**config.mk**
```make
export PLATFORM = sky130hd
export DESIGN_NAME = lpht_urem
export DESIGN_NICKNAME = d
export VERILOG_FILES = /design/src/hw/rtl/lpht_pkg.sv /design/src/hw/rtl/lpht_urem.sv
export SDC_FILE = /design/constraint.sdc
export NUM_CORES = 1
export LEC_CHECK = 0
export ABC_AREA = 1
export ABC_CLOCK_PERIOD_IN_PS = 5250
export BUFFER_PORTS_ARGS = -buffer_cell sky130_fd_sc_hd__buf_2
export CAP_MARGIN = 25
export CORE_MARGIN = 2
export CORE_UTILIZATION = 30
export CTS_CLUSTER_SIZE = 8
export DETAILED_ROUTE_END_ITERATION = 16
export GPL_TIMING_DRIVEN = 0
export PLACE_DENSITY = 0.44
export REMOVE_ABC_BUFFERS = 1
export SLEW_MARGIN = 20
export SYNTH_ARGS = -nofsm -noshare
export SYNTH_HDL_FRONTEND = slang
export SYNTH_SLANG_ARGS = --single-unit
```
**constraint.sdc**
```tcl
create_clock -name clk -period 5.25 [get_ports clk]
set_input_delay 0.525 -clock clk [delete_from_list [all_inputs] [get_ports clk]]
set_output_delay 0.525 -clock clk [all_outputs]
set_load 0.02 [all_outputs]
```
**src/hw/rtl/lpht_pkg.sv**
```systemverilog
`timescale 1ns / 1ps
// ----------------------------------------------------------------------------
// lpht_pkg
// Shared widths, codes and state encoding for the linear probing hash table.
// ----------------------------------------------------------------------------
package lpht_pkg;

  // Fixed field widths
  localparam int KEY_W    = 31;
  localparam int SIZE_W   = 11;
  localparam int SLOT_W   = 10;
  localparam int COUNT_W  = 11;
  localparam int KEY_BITC = $clog2(KEY_W);

  // Default table depth and reset value of the size register
  localparam int unsigned TABLE_DEPTH_DEF = 1024;
  localparam logic [SIZE_W-1:0] SIZE_RESET = 11'd1024;

  // Operation codes
  localparam logic OP_INSERT = 1'b0;
  localparam logic OP_SEARCH = 1'b1;

  // Sequencer states
  typedef enum logic [2:0] {
    ST_CLEAR,
    ST_IDLE,
    ST_HASH,
    ST_PROBE,
    ST_CHECK,
    ST_DONE
  } state_t;

endpackage

```
**src/hw/rtl/lpht_urem.sv**
```systemverilog
`timescale 1ns / 1ps
// ----------------------------------------------------------------------------
// lpht_urem
// Bit-serial restoring remainder: key modulo table size, one bit per cycle.
// ----------------------------------------------------------------------------
module lpht_urem #(
  parameter int DIV_W = 11
) (
  input  logic                     clk,
  input  logic                     rst_n,
  input  logic                     start,
  input  logic [lpht_pkg::KEY_W-1:0] dividend,
  input  logic [DIV_W-1:0]         divisor,
  output logic                     done,
  output logic [DIV_W-1:0]         rem
);

  logic                          busy_r;
  logic                          done_r;
  logic [lpht_pkg::KEY_BITC-1:0] bit_cnt_r;
  logic [lpht_pkg::KEY_W-1:0]    dvd_r;
  logic [DIV_W-1:0]              dvs_r;
  logic [DIV_W-1:0]              rem_r;
  logic [DIV_W-1:0]              rem_nxt;
  logic [DIV_W:0]                trial;
  logic [DIV_W:0]                diff;
  logic                          last_bit;

  // Shift in the next dividend bit and subtract where it fits
  always_comb begin
    trial    = {rem_r, dvd_r[lpht_pkg::KEY_W-1]};
    diff     = trial - {1'b0, dvs_r};
    rem_nxt  = (trial >= {1'b0, dvs_r}) ? diff[DIV_W-1:0] : trial[DIV_W-1:0];
    last_bit = (bit_cnt_r == lpht_pkg::KEY_BITC'(lpht_pkg::KEY_W - 1));
  end

  // Control: run for one pass over the key bits
  always_ff @(posedge clk) begin
    if (!rst_n) begin
      busy_r    <= 1'b0;
      done_r    <= 1'b0;
      bit_cnt_r <= '0;
    end else begin
      done_r <= 1'b0;
      if (start) begin
        busy_r    <= 1'b1;
        bit_cnt_r <= '0;
      end else if (busy_r) begin
        bit_cnt_r <= bit_cnt_r + lpht_pkg::KEY_BITC'(1);
        if (last_bit) begin
          busy_r <= 1'b0;
          done_r <= 1'b1;
        end
      end
    end
  end

  // Datapath
  always_ff @(posedge clk) begin
    if (start) begin
      dvd_r <= dividend;
      dvs_r <= divisor;
      rem_r <= '0;
    end else if (busy_r) begin
      dvd_r <= {dvd_r[lpht_pkg::KEY_W-2:0], 1'b0};
      rem_r <= rem_nxt;
    end
  end

  assign done = done_r;
  assign rem  = rem_r;

endmodule

```
== After elaboration in Yosys (flattened, before gate mapping) ==
Cells that the tools add are included.
Storage, ports and cells
  bits in registers: 60
  word-level logic and storage cells: 22
Operators by class
  add/subtract/negate cells: 2
  magnitude comparators: 1
  equal/unequal tests: 1
  mux-type cells: 7
  bitwise operators: 2
  reduce and logical (&&, ||, !) cells: 3
Operators by type and width (count)
  two-way mux 31 bit: 2
  >= comparator 12 x 11 -> 1 bit: 1
  two-way mux 11 bit: 1
  subtractor 11 bit: 1
  adder 5 x 1 -> 5 bit, second input constant: 1
  == test 5 bit, second input constant: 1
  two-way mux 1 bit: 4
  OR reduction 3 bit: 1
  inverter 1 bit: 2
  nonzero test 2 bit: 1
  OR reduction 2 bit: 1

== Logic depth before layout (Yosys ltp) ==
Gate-level depths: netlist of the first run.
  word-level depth: 4
  gate-level depth with buffers: 15
  depth with buffers taken out: 14

== Worst setup path after synthesis of the first run ==
OpenSTA, ideal clock, no wires.
  path type: in2reg
  from: in start
  to: reg dvd_r[0] (netlist bit), enable pin
  library setup time: 0.390 ns
  arrival: 1.598 ns
  data required time: 4.860 ns
  slack: 3.261 ns
  stages on the path: 3
  cells stage by stage: clkbuf_1 nor2_1 inv_1
Between the ends
  cells in the longest elaborated chain, start to end: 1
Ends and longest elaborated chain
  start: declaration: line lpht_urem.sv:11  | input logic start,
  nonzero test 2 bit (no line)
  end signal: assignment: line lpht_urem.sv:61  | dvd_r <= dividend;
  end signal: assignment: line lpht_urem.sv:65  | dvd_r <= {dvd_r[lpht_pkg::KEY_W-2:0], 1'b0};
  end: declaration: line lpht_urem.sv:21  | logic [lpht_pkg::KEY_W-1:0] dvd_r;
Every way passes these cells.
A chain may end at the register's enable or synchronous reset.

== Worst setup path in the final report of the first run ==
  from: in start
  to: reg bit_cnt_r[4] (netlist bit)
Between the ends
  cells in the longest elaborated chain, start to end: 1
Ends and longest elaborated chain
  OR reduction 2 bit (no line)
  end signal: assignment: line lpht_urem.sv:49  | bit_cnt_r <= bit_cnt_r + lpht_pkg::KEY_BITC'(1);
  end: declaration: line lpht_urem.sv:20  | logic [lpht_pkg::KEY_BITC-1:0] bit_cnt_r;
Every way passes these cells.

==> impl_metrics.toml, run 1 <==
[drt]
drt_wl_total_mm = 7.211
drt_pass1_iterations = 4
ant_nets = 0
detail_route.vias_per_cell = 4.459
num_vias = 2640
drtIter0Drc = 107
drc_errors = 0
avgRoutedWirePerCell_um = 12.18

[clock_network]
clockBufferDepth = 2
cts_sinks = 60
numCtsBuffers = 9
path_clk_slew_ps = 70
worst_skew_pair.late_latency_ps = 340
post_cts_resized = 0
cts_hold_buf = 0
cts_setup_buffers = 0
htree_num_levels = 3
tritoncts = "done"
cts_root_buf = "clkbuf_8"

[floorplan]
die_w_um = 107.8
initial_core_util_pct = 31.15
dieArea_sq_um = 11610
core_sq_um = 10370
io_pins = 57
die_h_um = 107.8
placementRows = 37

[cells_and_area]
nNetsFinal = 510
design_area_sq_um = 3790
antenna_cells = 0
layout-drive-gt1-share_pct = 19.96
area_delta_synth_final_pct = 17.31

[flow_run]
drv_cap = 0

[min_path]
holdPathStages = 1
min_path_type = "in2reg"

[logic_synthesis]
synthDistinctLibCells = 28
ys_seq_area_share_pct = 50.19
synth_cells = 397
avgSynthCellArea_sq_um = 8.138
yosys_warnings = 0
synth_area_sq_um = 3231
ys_ff_latch = 60

[placed_design]
port_buffers = 56
dpl.hpwl_mm = 5.021
gp_congestion = 0.7954
place_area_sq_um = 3622
dp_slack_ps = 2459

[global_route]
gr-usage-met2_pct = 21.07
grtUsageMet1_pct = 17.28
grt.total_usage_pct = 13.53
grt_max_degree = 47
grt_antenna_before_repair = 0
gr-usage-met3_pct = 5.145
grt_pass1_wl_mm = 12.16
top_usage_layer = "met2"
grt_pass1_vias = 2554
grt_overflow = 0

[timing]
tns_ps = 0
period_share_pct = 44.12
finalMaxSlewViolations = 0
layout_setup_ws_ps = 2934
setup_violations = 0
rsz0062_at_grt = "no"
slew_headroom_pct = 37.25
hold_violations = 0
period_needed_ps = 2316
fin_skew_ps = 8.263
worst_slew_pin_slew_ps = 940.2
fmax_mhz = 431.7

[critical_path]
r2r_cells = 12
critical_path_peak_fanout = 46
critPathArrivalTime_ps = 2550
end_kind = "flip-flop"
worstPathRequired_ps = 5480
worstSetupPathType = "in2reg"
cp-start-kind = "input port"

[power_and_ir_drop]
p_per_area_nw_per_um2 = 276.5
vdd_drop_max_uv = 134.2
p_leak_nw = 1.923

[run_status]
status = "finished clean"
[cell type report]
| type | instances | area, sq um |
|---|---|---|
| inverters | 59 | 221.5 |
| flip-flops and latches | 60 | 1622 |
| fillers | 1177 | 6580 |
| clock buffers | 9 | 123.9 |
| repair buffers | 57 | 300.3 |
| well taps | 136 | 170.2 |
| multi-input cells | 264 | 1309 |
| clock inverters | 7 | 43.79 |
[placed cells by master (no fill, tap or decap), types with 2 or more instances in the layout]
master and count:
nand2_1 162, nand4_1 15, nor2_1 13, o21ai_1 5, a21oi_1 5, clkinv_2 3
inv_1 56, nand3_1 21, buf_2 56, clkbuf_8 9, nor3_1 4, dfxtp_1 18
nand3_2 7, edfxtp_1 42, clkinv_4 2, nand2_2 7, inv_2 3, xor2_1 3
ha_1 13
[critical path: stages]
cell	delay, ps
buf_2	690
inv_1	710
nand2_1	410
a21oi_1	70
o21a_1	110
[cell usage after synthesis]
library cell  instances  area [sq um]
nand2_1             162         608.1
inv_1                57         214.0
edfxtp_1             42          1261
nand3_1              21         105.1
dfxtp_1              18         360.4
nand4_1              15         93.84
ha_1                 13         162.7
nor2_1               13         48.80
clkbuf_1              7         26.28
nand2_2               7         43.79
nand3_2               7         70.07
a21oi_1               5         25.02
o21ai_1               5         25.02
nor3_1                4         20.02
buf_2                 3         15.01
xor2_1                3         26.28
buf_4                 2         15.01
buf_6                 2         22.52
inv_2                 2         7.510
a211oi_1              1         7.510
a21oi_2               1         8.760
a31oi_1               1         6.260
fa_1                  1         20.02
nor2_2                1         6.260
nor3b_1               1         7.510
o211a_1               1         10.01
o21a_1                1         7.510
or2_0                 1         6.260
[cells by family (layout without fill, tap and decap cells)]
kind of cell / count (synthesis) / after routing / share of synthesized area (%)
adder cells (fa/ha/maj): 14 / 14 / 5.655
AO/OA/AOI/OAI: 15 / 15 / 2.789
XOR/XNOR: 3 / 3 / 0.8135
flip-flops: 60 / 60 / 50.19
buffers and inverters: 73 / 132 / 9.295
AND/OR/NAND/NOR: 232 / 232 / 31.26
[state kept, by name, summed over array words and instances, names as in the netlist]
register / cells
bit_cnt_r: 5
busy_r: 1
done: 1
dvd_r: 31
dvs_r: 11
rem: 11
[final timing paths]
path	from	endpoint	slack (ps)
worst max-delay path	start	bit_cnt_r[4]$_SDFFE_PP0P_	2930
worst min-delay path	divisor[8]	dvs_r[8]$_DFFE_PP_	360
worst max register to register	dvs_r[0]$_DFFE_PP_	rem[6]$_SDFFE_PP0P_	2940
worst min register to register	rem[9]$_SDFFE_PP0P_	rem[9]$_SDFFE_PP0P_	490
[power by group]
group | switching [mW] | internal [mW] | leakage (nW)
Clock | 0.195 | 0.168 | 0.0864
Combinational | 0.0791 | 0.0473 | 1.26
Sequential | 0.0116 | 0.547 | 0.572
[metrics by stage]
step | hold slack, ps | std cells | total power [mW] | utilization [%]
final | 360.7 | 592 | 1.048 | 36.55
after global routing | 330.7 | 592 | 1.110 | 36.55
after CTS | 340.9 | 592 | 1.070 | 36.55
after detailed placement | 479.8 | 576 | 0.6979 | 34.93
after global placement | 471.6 | 575 | 0.6953 | 34.74
after floorplan | 462.2 | 383 | 0.6473 | -
[per-layer routing]
metal / vias to the layer above / wire, um
li1: 1375 / -
met1: 1193 / 3463
met5: - / 0
met2: 62 / 3202
met4: 0 / 108
met3: 10 / 437
Power figures use the tool's default switching activity.
==> run 2: changes to the inputs <==
--- a/config.mk
+++ b/config.mk
@@ -5,8 +5,8 @@
 export SDC_FILE = /design/constraint.sdc
 export NUM_CORES = 1
 export LEC_CHECK = 0
-export ABC_AREA = 1
-export ABC_CLOCK_PERIOD_IN_PS = 5250
+export ABC_AREA = 0
+export ABC_CLOCK_PERIOD_IN_PS = 2400
 export BUFFER_PORTS_ARGS = -buffer_cell sky130_fd_sc_hd__buf_2
 export CAP_MARGIN = 25
 export CORE_MARGIN = 2
@@ -14,7 +14,7 @@
 export CTS_CLUSTER_SIZE = 8
 export DETAILED_ROUTE_END_ITERATION = 16
 export GPL_TIMING_DRIVEN = 0
-export PLACE_DENSITY = 0.44
+export PLACE_DENSITY = 0.45
 export REMOVE_ABC_BUFFERS = 1
 export SLEW_MARGIN = 20
 export SYNTH_ARGS = -nofsm -noshare
==> constraint.sdc (replaced) <==
create_clock -name clk -period 2.4 [get_ports clk]
set_input_delay 0.24 -clock clk [delete_from_list [all_inputs] [get_ports clk]]
set_output_delay 0.24 -clock clk [all_outputs]
set_load 0.02 [all_outputs]
==> run 2 against run 1 <==
Compared with the run above: the run now ends with setup timing left; highest routed layer unchanged; largest power group unchanged; non-clock buffer count up 13; power up 150%; worst hold slack worse by 290 ps.
==> impl_metrics.toml, run 2 <==
[timing]
layout_setup_ws_ps = -16.48
fmax_mhz = 413.8
finalMaxSlewViolations = 0
setup_violations = 1
period_share_pct = 100.7
rsz0062_at_grt = "yes"
hold_violations = 0
period_needed_ps = 2416
holdWs_ps = 75.46
worst_slew_pin_slew_ps = 819.0
slew_headroom_pct = 45.20
fin_skew_ps = 6.846
tns_ps = -16.48

[critical_path]
r2r_start = "dvd_r[30]$_DFFE_PP_"
critPathArrivalTime_ps = 2680
cp-start-kind = "flip-flop"
r2r_cells = 9
critical_path_peak_fanout = 4
r2r_slack_ps = -20
r2r_end = "rem[6]$_SDFFE_PP0P_"
worstPathRequired_ps = 2660
end_kind = "flip-flop"
worstSetupPathType = "reg2reg"

[drt]
dr_wl_met3_um = 428
drc_errors = 0
drtIter0Drc = 41
detail_route.vias_per_cell = 4.542
ant_nets = 0
highest_layer = "met4"
wl_met2_mm = 2.918
avgRoutedWirePerCell_um = 13.68
drt_wl_total_mm = 6.280
num_vias = 2085
drt_pass1_iterations = 4
wl_met1_mm = 2.862

[global_route]
grt.total_usage_pct = 12.89
grt_antenna_before_repair = 0
grt_max_degree = 32
grt_pass1_vias = 2121
grt_pass1_wl_mm = 10.25
grt_overflow = 0

[min_path]
holdPathStages = 1
min_from = "divisor[4]"
hold_path_end = "dvs_r[4]$_DFFE_PP_"
min_path_type = "in2reg"

[logic_synthesis]
ys_seq_area_share_pct = 54.87
synth_cells = 246
synth_top_area_cell = "edfxtp_1"
avgSynthCellArea_sq_um = 12.01
async_reset_ff_share_pct = 0
ys_ff_latch = 60
synth_top_area_share_pct = 42.68
synth_commonest_cells = "edfxtp_1, mux2_2, dfxtp_1, inv_1, nor2_1"
synth_area_sq_um = 2955
synthDistinctLibCells = 46
yosys_warnings = 0
synth_most_common_cell = "edfxtp_1"
ys_top_cells_by_area = "edfxtp_1, dfxtp_1, mux2_2"
synth_edf_count = 42
synth_ff_type = "edfxtp_1"

[placed_design]
dpl.hpwl_mm = 4.395
dp_slack_ps = -328.0
port_buffers = 56
gp_congestion = 0.8007
place_area_sq_um = 3427

[cells_and_area]
design_area_sq_um = 3792
mostFrequentLayoutCell = "buf_2"
antenna_cells = 0
area_delta_synth_final_pct = 28.32
nNetsFinal = 380
layout-drive-gt1-share_pct = 39.88
final_util_pct = 39.16
largest_reg_flops = 31
final_cell_mix = "buf_2, edfxtp_1, mux2_2"
largest-register = "dvd_r"

[clock_network]
cts_root_buf = "clkbuf_8"
numCtsBuffers = 9
clockBufferDepth = 2
worst_skew_pair.late_latency_ps = 330
cts_sinks = 60
htree_num_levels = 3
path_clk_slew_ps = 70
tritoncts = "done"

[floorplan]
dieArea_sq_um = 10660
io_pins = 57
initial_core_util_pct = 30.52
placementRows = 36
core_sq_um = 9684
die_w_um = 103.3
die_h_um = 103.3

[power_and_ir_drop]
p_leak_nw = 1.559
vdd_drop_max_uv = 315.6
p_per_area_nw_per_um2 = 677.3

[flow_run]
drv_cap = 0

[run_status]
violations = "setup timing"
status = "complete, but fails checks"
==> run 2: layout make-up <==
type	count	area, sq um
clock buffers	11	131.4
clock inverters	5	76.32
fillers	963	5892
inverters	18	67.56
multi-input cells	162	1304
flip-flops and latches	60	1622
well taps	133	166.4
repair buffers	70	425.4
==> run 2: layer usage <==
metal  up-vias  GRT usage, %
met2        52         20.43
met5         -             0
met1       971         15.87
met3         7         5.175
met4         0         4.858
li1       1055             -
==> run 2: critical path: stages (launching register included) <==
cell and delay (ps):
edfxtp_1 350, inv_1 50, ha_2 190, fa_2 350
and2b_2 260, o22ai_4 70, a211o_4 360, and2_4 170
or3b_4 390, a211oi_2 160
==> run 2: kinds of logic (layout without fill, tap and decap cells) <==
group | Yosys count | in the layout | synth area share, %
compound gates | 50 | 50 | 11.30
xor+xnor | 8 | 8 | 2.371
fa+ha+maj | 14 | 14 | 6.181
buf+inv | 24 | 104 | 3.302
flops | 60 | 60 | 54.87
mux | 33 | 33 | 12.49
simple gates | 57 | 57 | 9.484
==> run 2: through the flow <==
| step | total power, mW | cells |
|---|---|---|
| 6_report | 2.569 | 459 |
| 5_1_grt | 2.699 | 459 |
| 4_1_cts | 2.601 | 455 |
| 3_5_place_dp | 1.576 | 431 |
| 3_3_place_gp | 1.562 | 429 |
| 2_1_floorplan | 1.451 | 240 |
==> run 2: power breakdown <==
part / switching [mW] / internal [mW]
sequential: 0.0311 / 1.20
combinational: 0.176 / 0.175
clock: 0.402 / 0.581
total: 0.609 / 1.96
==> run 2: how the worst max path moves through the flow <==
stage                     slack (ps)                   to  depth (start not counted)           startpoint
final                            -20  rem[6]$_SDFFE_PP0P_                          9  dvd_r[30]$_DFFE_PP_
after CTS                        -30  rem[6]$_SDFFE_PP0P_                          9  dvd_r[30]$_DFFE_PP_
after detailed placement        -330  rem[6]$_SDFFE_PP0P_                          9  dvd_r[30]$_DFFE_PP_
after global routing            -110  rem[6]$_SDFFE_PP0P_                          9  dvd_r[30]$_DFFE_PP_
after floorplan                  -90  rem[6]$_SDFFE_PP0P_                          8  rem[0]$_SDFFE_PP0P_
after global placement          -660  dvd_r[18]$_DFFE_PP_                          3                start
==> run 2: what timing repair did <==
item,4_1_cts,5_1_grt
resized for setup,10,10
pin swaps,4,7
hold buffers,0,0
gates cloned,0,0
endpoints found under the setup margin,10,9
buffers inserted,8,4
==> run 3: changes to the inputs <==
--- a/config.mk
+++ b/config.mk
@@ -9,13 +9,13 @@
 export ABC_CLOCK_PERIOD_IN_PS = 2400
 export BUFFER_PORTS_ARGS = -buffer_cell sky130_fd_sc_hd__buf_2
 export CAP_MARGIN = 25
-export CORE_MARGIN = 2
-export CORE_UTILIZATION = 30
+export CORE_UTILIZATION = 40
 export CTS_CLUSTER_SIZE = 8
 export DETAILED_ROUTE_END_ITERATION = 16
 export GPL_TIMING_DRIVEN = 0
-export PLACE_DENSITY = 0.45
+export PLACE_DENSITY = 0.57
 export REMOVE_ABC_BUFFERS = 1
+export SETUP_SLACK_MARGIN = 0.1
 export SLEW_MARGIN = 20
 export SYNTH_ARGS = -nofsm -noshare
 export SYNTH_HDL_FRONTEND = slang
==> run 3 against run 2 <==
Compared with the run above: the run now ends clean; critical path depth fell by 1; setup slack improved by 45 ps; worst hold slack got worse by 6.0 ps; sequential power barely moved; clock skew rose by 1.2 ps; utilization rose by 14 points; first-iteration DRC count rose to 2.6 times the previous value; fmax rose by 1.9%; register-to-register slack improved by 50 ps; non-clock buffer count fell by 1; clock-buffer cell count rose by 1; global-route usage rose by 3.6 points; critical path type unchanged; largest power group unchanged; highest routed layer unchanged.
==> impl_metrics.toml, run 3 (same netlist as run 2, synthesis figures left out) <==
[run_status]
status = "finished clean"

[critical_path]
worstSetupPathType = "reg2reg"
critPathArrivalTime_ps = 2640
worstPathRequired_ps = 2670
cp-start-kind = "flip-flop"
r2r_end = "rem[6]$_SDFFE_PP0P_"
critical_path_peak_fanout = 4
r2r_start = "dvs_r[0]$_DFFE_PP_"
r2r_slack_ps = 30
critical-path-max-stage-delay_ps = 370
slowest_stage = "edfxtp_1"
r2r_cells = 8
end_kind = "flip-flop"
crit_chain = "ha_2, fa_2, and2b_1, o22ai_2, a211o_4, and2_4, or3b_1, a211oi_2"

[timing]
period_share_pct = 98.80
slew_headroom_pct = 48.19
worst_slew_pin_slew_ps = 774.3
fmax_mhz = 421.7
fin_skew_ps = 8.084
holdWs_ps = 69.44
rsz0062_at_grt = "yes"
layout_setup_ws_ps = 28.75
finalMaxSlewViolations = 0
setup_violations = 0
period_needed_ps = 2371
hold_violations = 0

[cells_and_area]
n_fill_cell = 656
layout-drive-gt1-share_pct = 40.31
largest-register = "dvd_r"
design_area_sq_um = 3702
nNetsFinal = 379
final-instance-count-excl-fill = 421
largest_reg_flops = 31
final_cell_mix = "buf_2, edfxtp_1, mux2_2"
mostFrequentLayoutCell = "buf_2"
antenna_cells = 0
area_delta_synth_final_pct = 25.28

[drt]
num_vias = 2106
ant_nets = 0
avgRoutedWirePerCell_um = 14.07
drt_pass1_iterations = 5
drtIter0Drc = 108
drc_errors = 0
drt_wl_total_mm = 5.925
detail_route.vias_per_cell = 5.002

[placed_design]
port_buffers = 56
dp_cells = 392
dpl.hpwl_mm = 3.908
gp_congestion = 0.8492
place_area_sq_um = 3326
dp_slack_ps = -315.7

[floorplan]
placementRows = 30
die_w_um = 87.96
core_sq_um = 6982
initial_core_util_pct = 42.33
io_pins = 57
dieArea_sq_um = 7736
die_h_um = 87.96

[global_route]
grt_pass1_wl_mm = 9.280
grt_antenna_before_repair = 0
grt_max_degree = 50
grt_overflow = 0
grt_pass1_vias = 1968
grt.total_usage_pct = 16.45

[power_and_ir_drop]
totalPowerFinal_mw = 2.488
switching_power_uw = 606.5
switching_share_pct = 24.38
p_comb_share_pct = 13.9
vdd_drop_max_uv = 366.9
pwr-share-seq_pct = 49.7
p_per_area_nw_per_um2 = 672.1
clock_power_share_pct = 36.4
p_int_mw = 1.882
p_leak_nw = 1.541

[min_path]
hold_path_end = "dvs_r[4]$_DFFE_PP_"
min_path_type = "in2reg"
holdPathStages = 1
min_from = "divisor[4]"

[clock_network]
tritoncts = "done"
numCtsBuffers = 9
cts_sinks = 60
clockBufferDepth = 2
worst_skew_pair.late_latency_ps = 340
cts_root_buf = "clkbuf_8"
htree_num_levels = 3
path_clk_slew_ps = 70

[flow_run]
drv_cap = 0
==> run 3: power by group through the flow <==
stage | registers [mW] | clock network (mW) | logic (mW)
after floorplan | 1.26 | 0 | 0.195
after global placement | 1.26 | 0 | 0.296
after detailed placement | 1.26 | 0 | 0.301
after CTS | 1.24 | 0.933 | 0.332
after global routing | 1.24 | 0.973 | 0.380
final | 1.24 | 0.907 | 0.346
==> run 3: how the worst max path moves through the flow <==
stage / start / endpoint / slack, ps / depth (start not counted)
after global placement: start / dvd_r[30]$_DFFE_PP_ / -570 / 3
final: dvs_r[0]$_DFFE_PP_ / rem[6]$_SDFFE_PP0P_ / 30 / 8
after floorplan: rem[0]$_SDFFE_PP0P_ / rem[6]$_SDFFE_PP0P_ / -90 / 8
after global routing: dvd_r[30]$_DFFE_PP_ / rem[6]$_SDFFE_PP0P_ / -50 / 9
after CTS: dvs_r[0]$_DFFE_PP_ / rem[6]$_SDFFE_PP0P_ / -50 / 8
after detailed placement: dvd_r[30]$_DFFE_PP_ / rem[6]$_SDFFE_PP0P_ / -320 / 9
==> run 3: area by class of cell <==
class | count | area (sq um) | share of cell area, %
Inverter | 18 | 67.56 | 1.825
Timing Repair Buffer | 69 | 394.1 | 10.65
Tap cell | 96 | 120.1 | 3.244
Sequential cell | 60 | 1622 | 43.80
Multi-Input combinational cell | 162 | 1305 | 35.25
Clock buffer | 12 | 145.1 | 3.920
Clock inverter | 4 | 48.80 | 1.318
==> run 3: timing repair <==
item                                    CTS  global route
setup buffers                             9             3
endpoints found under the setup margin   11            11
hold buffers                              0             0
pin swaps                                 7             2
gates resized for setup                  14             9
==> run 3: stage by stage <==
stage               TNS [ps]  utilization (%)
finish                     0            53.03
floorplan             -186.7                -
CTS                   -93.01            52.04
global route          -113.5            53.03
detailed placement     -5779            47.63
global placement      -18410            47.63
==> run 3: layer usage <==
layer / wire, um / GRT usage (%)
met5: 0 / 0
met4: 115 / 8.346
met3: 394 / 6.126
met2: 2766 / 25.58
met1: 2648 / 20.00
==> run 3: worst max-delay path, delay by kind of cell (launching register included) <==
family / cells / cell delay, ps
AND/OR/NAND/NOR: 3 / 760
AO/OA/AOI/OAI: 3 / 620
adder cells (fa/ha/maj): 2 / 550
flip-flops: 1 / 370
